==> src/rtl/vgts_pkg.sv <==
package vgts_pkg;

    localparam int DIM_X_DEF = 32;
    localparam int DIM_Y_DEF = 32;
    localparam int DIM_Z_DEF = 32;

    localparam logic [1:0] OP_WRITE  = 2'd0;
    localparam logic [1:0] OP_READ   = 2'd1;
    localparam logic [1:0] OP_SAMPLE = 2'd2;
    localparam logic [1:0] OP_NOP    = 2'd3;

    localparam logic [2:0] CFG_ORIGIN_X   = 3'd0;
    localparam logic [2:0] CFG_ORIGIN_Y   = 3'd1;
    localparam logic [2:0] CFG_ORIGIN_Z   = 3'd2;
    localparam logic [2:0] CFG_VOXEL_SIZE = 3'd3;
    localparam logic [2:0] CFG_INV_SIZE   = 3'd4;

    localparam logic [2:0] LAST_AXIS  = 3'd2;
    localparam logic [2:0] LAST_FETCH = 3'd7;
    localparam logic [2:0] LAST_LERP  = 3'd6;

    typedef enum logic [3:0] {
        ST_CLEAR,
        ST_IDLE,
        ST_RD,
        ST_RDOUT,
        ST_MUL,
        ST_ACC,
        ST_FETCH,
        ST_WAIT,
        ST_LERP
    } vgts_state_t;

    typedef struct packed {
        logic       clear;
        logic       accept;
        logic       write;
        logic       rd;
        logic       mul;
        logic       acc;
        logic       fetch;
        logic       lerp;
        logic       load_rd;
        logic       load_smp;
        logic [2:0] idx;
    } vgts_cmd_t;

    typedef struct packed {
        logic clear_last;
    } vgts_status_t;

    typedef struct packed {
        logic [2:0] a;
        logic [2:0] b;
        logic [1:0] axis;
    } vgts_lerp_sel_t;

    // lerp order: x four, y two, z one; all results but the last land in operand a
    function automatic vgts_lerp_sel_t lerp_sel(logic [2:0] step);
        vgts_lerp_sel_t s;
        unique case (step)
            3'd0:    s = '{a: 3'd0, b: 3'd1, axis: 2'd0};
            3'd1:    s = '{a: 3'd2, b: 3'd3, axis: 2'd0};
            3'd2:    s = '{a: 3'd4, b: 3'd5, axis: 2'd0};
            3'd3:    s = '{a: 3'd6, b: 3'd7, axis: 2'd0};
            3'd4:    s = '{a: 3'd0, b: 3'd2, axis: 2'd1};
            3'd5:    s = '{a: 3'd4, b: 3'd6, axis: 2'd1};
            default: s = '{a: 3'd0, b: 3'd4, axis: 2'd2};
        endcase
        return s;
    endfunction

endpackage

==> src/rtl/vgts_ctrl.sv <==
module vgts_ctrl
    import vgts_pkg::*;
(
    input  logic         clk,
    input  logic         rst_n,
    input  logic         start,
    input  logic [1:0]   op,
    input  vgts_status_t status,
    output vgts_cmd_t    cmd,
    output logic         busy,
    output logic         done
);

    vgts_state_t state_reg, state_next;
    logic [2:0]  cnt_reg, cnt_next;
    logic        done_reg;

    always_ff @(posedge clk or negedge rst_n)
    begin
        if (!rst_n)
        begin
            state_reg <= ST_CLEAR;
            cnt_reg   <= 3'd0;
            done_reg  <= 1'b0;
        end
        else
        begin
            state_reg <= state_next;
            cnt_reg   <= cnt_next;
            done_reg  <= cmd.load_rd | cmd.load_smp;
        end
    end

    always_comb
    begin
        state_next = state_reg;
        cnt_next   = cnt_reg;
        unique case (state_reg)
            ST_CLEAR:
                if (status.clear_last)
                    state_next = ST_IDLE;
            ST_IDLE:
            begin
                cnt_next = 3'd0;
                if (start && op == OP_READ)
                    state_next = ST_RD;
                else if (start && op == OP_SAMPLE)
                    state_next = ST_MUL;
            end
            ST_RD:
                state_next = ST_RDOUT;
            ST_RDOUT:
                state_next = ST_IDLE;
            ST_MUL:
                state_next = ST_ACC;
            ST_ACC:
            begin
                if (cnt_reg == LAST_AXIS)
                begin
                    state_next = ST_FETCH;
                    cnt_next   = 3'd0;
                end
                else
                begin
                    state_next = ST_MUL;
                    cnt_next   = cnt_reg + 3'd1;
                end
            end
            ST_FETCH:
            begin
                cnt_next = cnt_reg + 3'd1;
                if (cnt_reg == LAST_FETCH)
                    state_next = ST_WAIT;
            end
            ST_WAIT:
            begin
                state_next = ST_LERP;
                cnt_next   = 3'd0;
            end
            ST_LERP:
            begin
                cnt_next = cnt_reg + 3'd1;
                if (cnt_reg == LAST_LERP)
                    state_next = ST_IDLE;
            end
            default:
                state_next = ST_IDLE;
        endcase
    end

    always_comb
    begin
        cmd     = '0;
        cmd.idx = cnt_reg;
        unique case (state_reg)
            ST_CLEAR:
                cmd.clear = 1'b1;
            ST_IDLE:
            begin
                cmd.accept = start;
                cmd.write  = start && op == OP_WRITE;
            end
            ST_RD:    cmd.rd = 1'b1;
            ST_RDOUT: cmd.load_rd = 1'b1;
            ST_MUL:   cmd.mul = 1'b1;
            ST_ACC:   cmd.acc = 1'b1;
            ST_FETCH: cmd.fetch = 1'b1;
            ST_WAIT:  ;
            ST_LERP:
            begin
                cmd.lerp     = cnt_reg != LAST_LERP;
                cmd.load_smp = cnt_reg == LAST_LERP;
            end
            default:  cmd = '0;
        endcase
    end

    assign busy = state_reg != ST_IDLE;
    assign done = done_reg;

endmodule

==> config.mk <==
export PLATFORM = sky130hd
export DESIGN_NAME = vgts_ctrl
export DESIGN_NICKNAME = d
export VERILOG_FILES = /design/src/rtl/vgts_pkg.sv /design/src/rtl/vgts_ctrl.sv
export SDC_FILE = /design/constraint.sdc
export NUM_CORES = 1
export LEC_CHECK = 0
export ABC_AREA = 0
export BUFFER_PORTS_ARGS = -buffer_cell sky130_fd_sc_hd__buf_2
export CAP_MARGIN = 20
export CORE_UTILIZATION = 40
export CTS_BUF_LIST = sky130_fd_sc_hd__clkbuf_8 sky130_fd_sc_hd__clkbuf_16
export CTS_CLUSTER_DIAMETER = 80
export DETAILED_ROUTE_END_ITERATION = 8
export PLACE_DENSITY = 0.74
export SLEW_MARGIN = 30
export SYNTH_ARGS = -nofsm -noshare
export SYNTH_HDL_FRONTEND = slang
export SYNTH_SLANG_ARGS = --single-unit
==> constraint.sdc <==
create_clock -name clk -period 1.5 [get_ports clk]
set_input_delay 0.15 -clock clk [delete_from_list [all_inputs] [get_ports clk]]
set_output_delay 0.15 -clock clk [all_outputs]
set_load 0.005 [all_outputs]
==> metrics.yaml <==
status: "finished with violations"
violations: "setup timing"
syn_area_sq_um: 606
die_h_microns: 40.9
grt_pass1_wl_microns: 2800
synth-compound-area-share_pct: 18.2
cp-end-kind: "output port"
setup_viol: 8
gr-total-overflow: 0
ys_seq_area_share_pct: 33.1
synthMuxAreaShare_pct: 1.65
clockBufferDepth: 2
post-dp-hpwl_microns: 1170
final_cell_count_no_fill: 116
wl_per_cell_microns: 16.2
period_minus_slack_ns: 1.70
critPathMaxStageDelay_ns: 0.60
ys_seq_elements: 8
clk_pin_slew_ns: 0.05
worst_hold_slack_ns: 0.301
fmax_mhz: 588
grtUsageTotal_pct: 26.2
antenna_found_initial: 0
final.period_utilization_pct: 113
p_leak_nw: 0.475
start_util_pct: 44.9
cp.arrival_ns: 1.55
top_usage_layer: "met2"
ys_types: 35
grtUsageMet2_pct: 46.5
critPathBufInv: 1
final_common_cell: "buf_2"
rsz0062_at_grt: "yes"
final_hold_viol_count: 0
grt_pass1_vias: 587
synthSimpleGateAreaFrac_pct: 33.9
routed_wl_microns: 1880
synth_warnings: 0
io_pins: 21
dr.pass1.iters: 4
critPathTopFamily: "simple AND/OR/NAND/NOR gates"
path_max_fanout: 4
synth-xor-area-share_pct: 1.45
synth.avg_cell_area_sq_um: 9.32
grt_use_met3_pct: 3.80
clock_sinks: 8
synth_fa_ha_area_share_pct: 6.20
final_nets: 112
r2r-start: "state_reg[1]"
nFillCells: 97
coreArea_sq_um: 1350
dieArea_sq_um: 1670
ant_nets: 0
cts_tree: "done"
insertion_delay_ns: 0.23
p_per_area_nw_per_um2: 1840
dp_cells: 106
area_growth_syn_to_layout_pct: 62.4
rows: 13
drt_iter0_drc: 26
cp-startpoint: "state_reg[1]"
final_cell_mix: "buf_2 (18), buf_4 (14), dfrtp_1 (5)"
path_class: "reg2out"
vdd_drop_max_uv: 1130
drcViolationCount: 0
slew_headroom_pct: 80.6
place.gp.congestion: 0.787
drv_slew: 0
use_met1_pct: 30.1
startpoint_type: "flip-flop"
cts_root_buffer: "clkbuf_8"
drive_gt1_share_pct: 54.5
synth_top_family_by_area: "simple AND/OR/NAND/NOR gates"
crit_slowest_cell: "or4b_4"
grt_max_degree: 9
htree_levels: 1
num_vias: 656
synthesis.nets: 74
skew_ns: 0.00665
fp.dieW_microns: 40.9
cts_buffers: 3
syn_inst: 65
hp-class: "in2async"
tightest_slew_ns: 0.291
finalWorstSetupSlack_ns: -0.201
io_buffers: 20
cap_violations: 0
largest_reg_flops: 4
worstPathRequired_ns: 1.35
antenna_cells: 0
crit_chain: "or4b_4 -> nor4_4 -> buf_2"
via_per_inst: 5.66
-- path summary, 6_finish.rpt --
kind                       slack, ns            to  cells after the start
min reg2reg                     0.54    cnt_reg[0]                      1
min in group clk                0.34  state_reg[2]                      3
max in group asynchronous       1.01  state_reg[2]                      2
max                            -0.20       cmd[10]                      3
min                             0.30  state_reg[3]                      2
max reg2reg                    -0.07  state_reg[0]                      4
-- worst reg2reg max path: stages (launching register included) --
cell and delay (ns):
dfrtp_1 0.42, or4b_4 0.60, buf_4 0.17, nor3_2 0.19
a2111oi_2 0.06
-- cell families after synthesis --
group / Yosys count
AND/OR/NAND/NOR: 30
AO/OA/AOI/OAI: 14
buffers and inverters: 8
flip-flops: 8
adder cells (fa/ha/maj): 3
XOR/XNOR: 1
multiplexers: 1
-- through the flow --
stage               power (W)  TNS [ns]  area [sq um]  util, %  setup slack [ns]
floorplan            0.000863         0           606        -             0.160
global placement      0.00121         0           781     57.8            0.0551
detailed placement    0.00123         0           781     57.8            0.0343
CTS                   0.00165    -0.717           910     67.4            -0.165
global route          0.00194     -1.53           983     72.8            -0.259
finish                0.00181    -0.922           983     72.8            -0.201
-- Yosys cell counts (all sizes together) --
| library cell | instances | area [sq um] |
|---|---|---|
| nand3b | 2 | 15.0 |
| nor2 | 2 | 7.51 |
| a2111oi | 1 | 8.76 |
| clkbuf | 1 | 3.75 |
| o21ai | 1 | 5.00 |
| nand2b | 4 | 25.0 |
| a211oi | 2 | 15.0 |
| mux2i | 1 | 10.0 |
| o211ai | 1 | 7.51 |
| nor4bb | 1 | 10.0 |
| buf | 3 | 15.0 |
| nor3 | 4 | 20.0 |
| dfrtp | 8 | 200 |
| o211a | 1 | 10.0 |
| a311oi | 1 | 8.76 |
| or4b | 2 | 27.5 |
| a41oi | 1 | 8.76 |
| a21oi | 2 | 13.8 |
| o31ai | 1 | 7.51 |
| and3b | 1 | 8.76 |
| and3 | 1 | 6.26 |
| nor4 | 2 | 12.5 |
| ha | 3 | 37.5 |
| nor4b | 1 | 8.76 |
| nor2b | 2 | 12.5 |
| o21bai | 1 | 7.51 |
| o2bb2ai | 2 | 17.5 |
| or3 | 1 | 6.26 |
| xnor2 | 1 | 8.76 |
| and4bb | 1 | 12.5 |
| inv | 4 | 15.0 |
| and2 | 3 | 18.8 |
| nand2 | 2 | 7.51 |
| or2 | 1 | 6.26 |
-- layer usage --
layer	vias to the layer above	wire length, microns
li1	317	-
met1	311	785
met2	26	978
met3	2	99
met4	0	19
met5	-	0
-- power breakdown --
part           switching, W  internal [W]
logic              0.000544      0.000593
registers          0.000111      0.000298
clock network     0.0000878      0.000174
-- area by class of cell --
| cell class | instances | area (sq um) | share of cell area, % |
|---|---|---|---|
| multi-input combinational | 49 | 454 | 46.2 |
| timing repair buffer | 37 | 250 | 25.4 |
| sequential | 8 | 204 | 20.7 |
| clock buffer | 3 | 41.3 | 4.20 |
| tap | 15 | 18.8 | 1.91 |
| inverter | 4 | 15.0 | 1.53 |
-- repair_timing --
item / 4_1_cts / 5_1_grt
setup endpoints to repair: 10 / 15
gates resized for setup: 10 / 12
hold endpoints to repair: 8 / 0
setup buffers: 4 / 4
pin swaps: 3 / 3
hold buffers: 1 / 0
(Power assumes the default switching activity.)
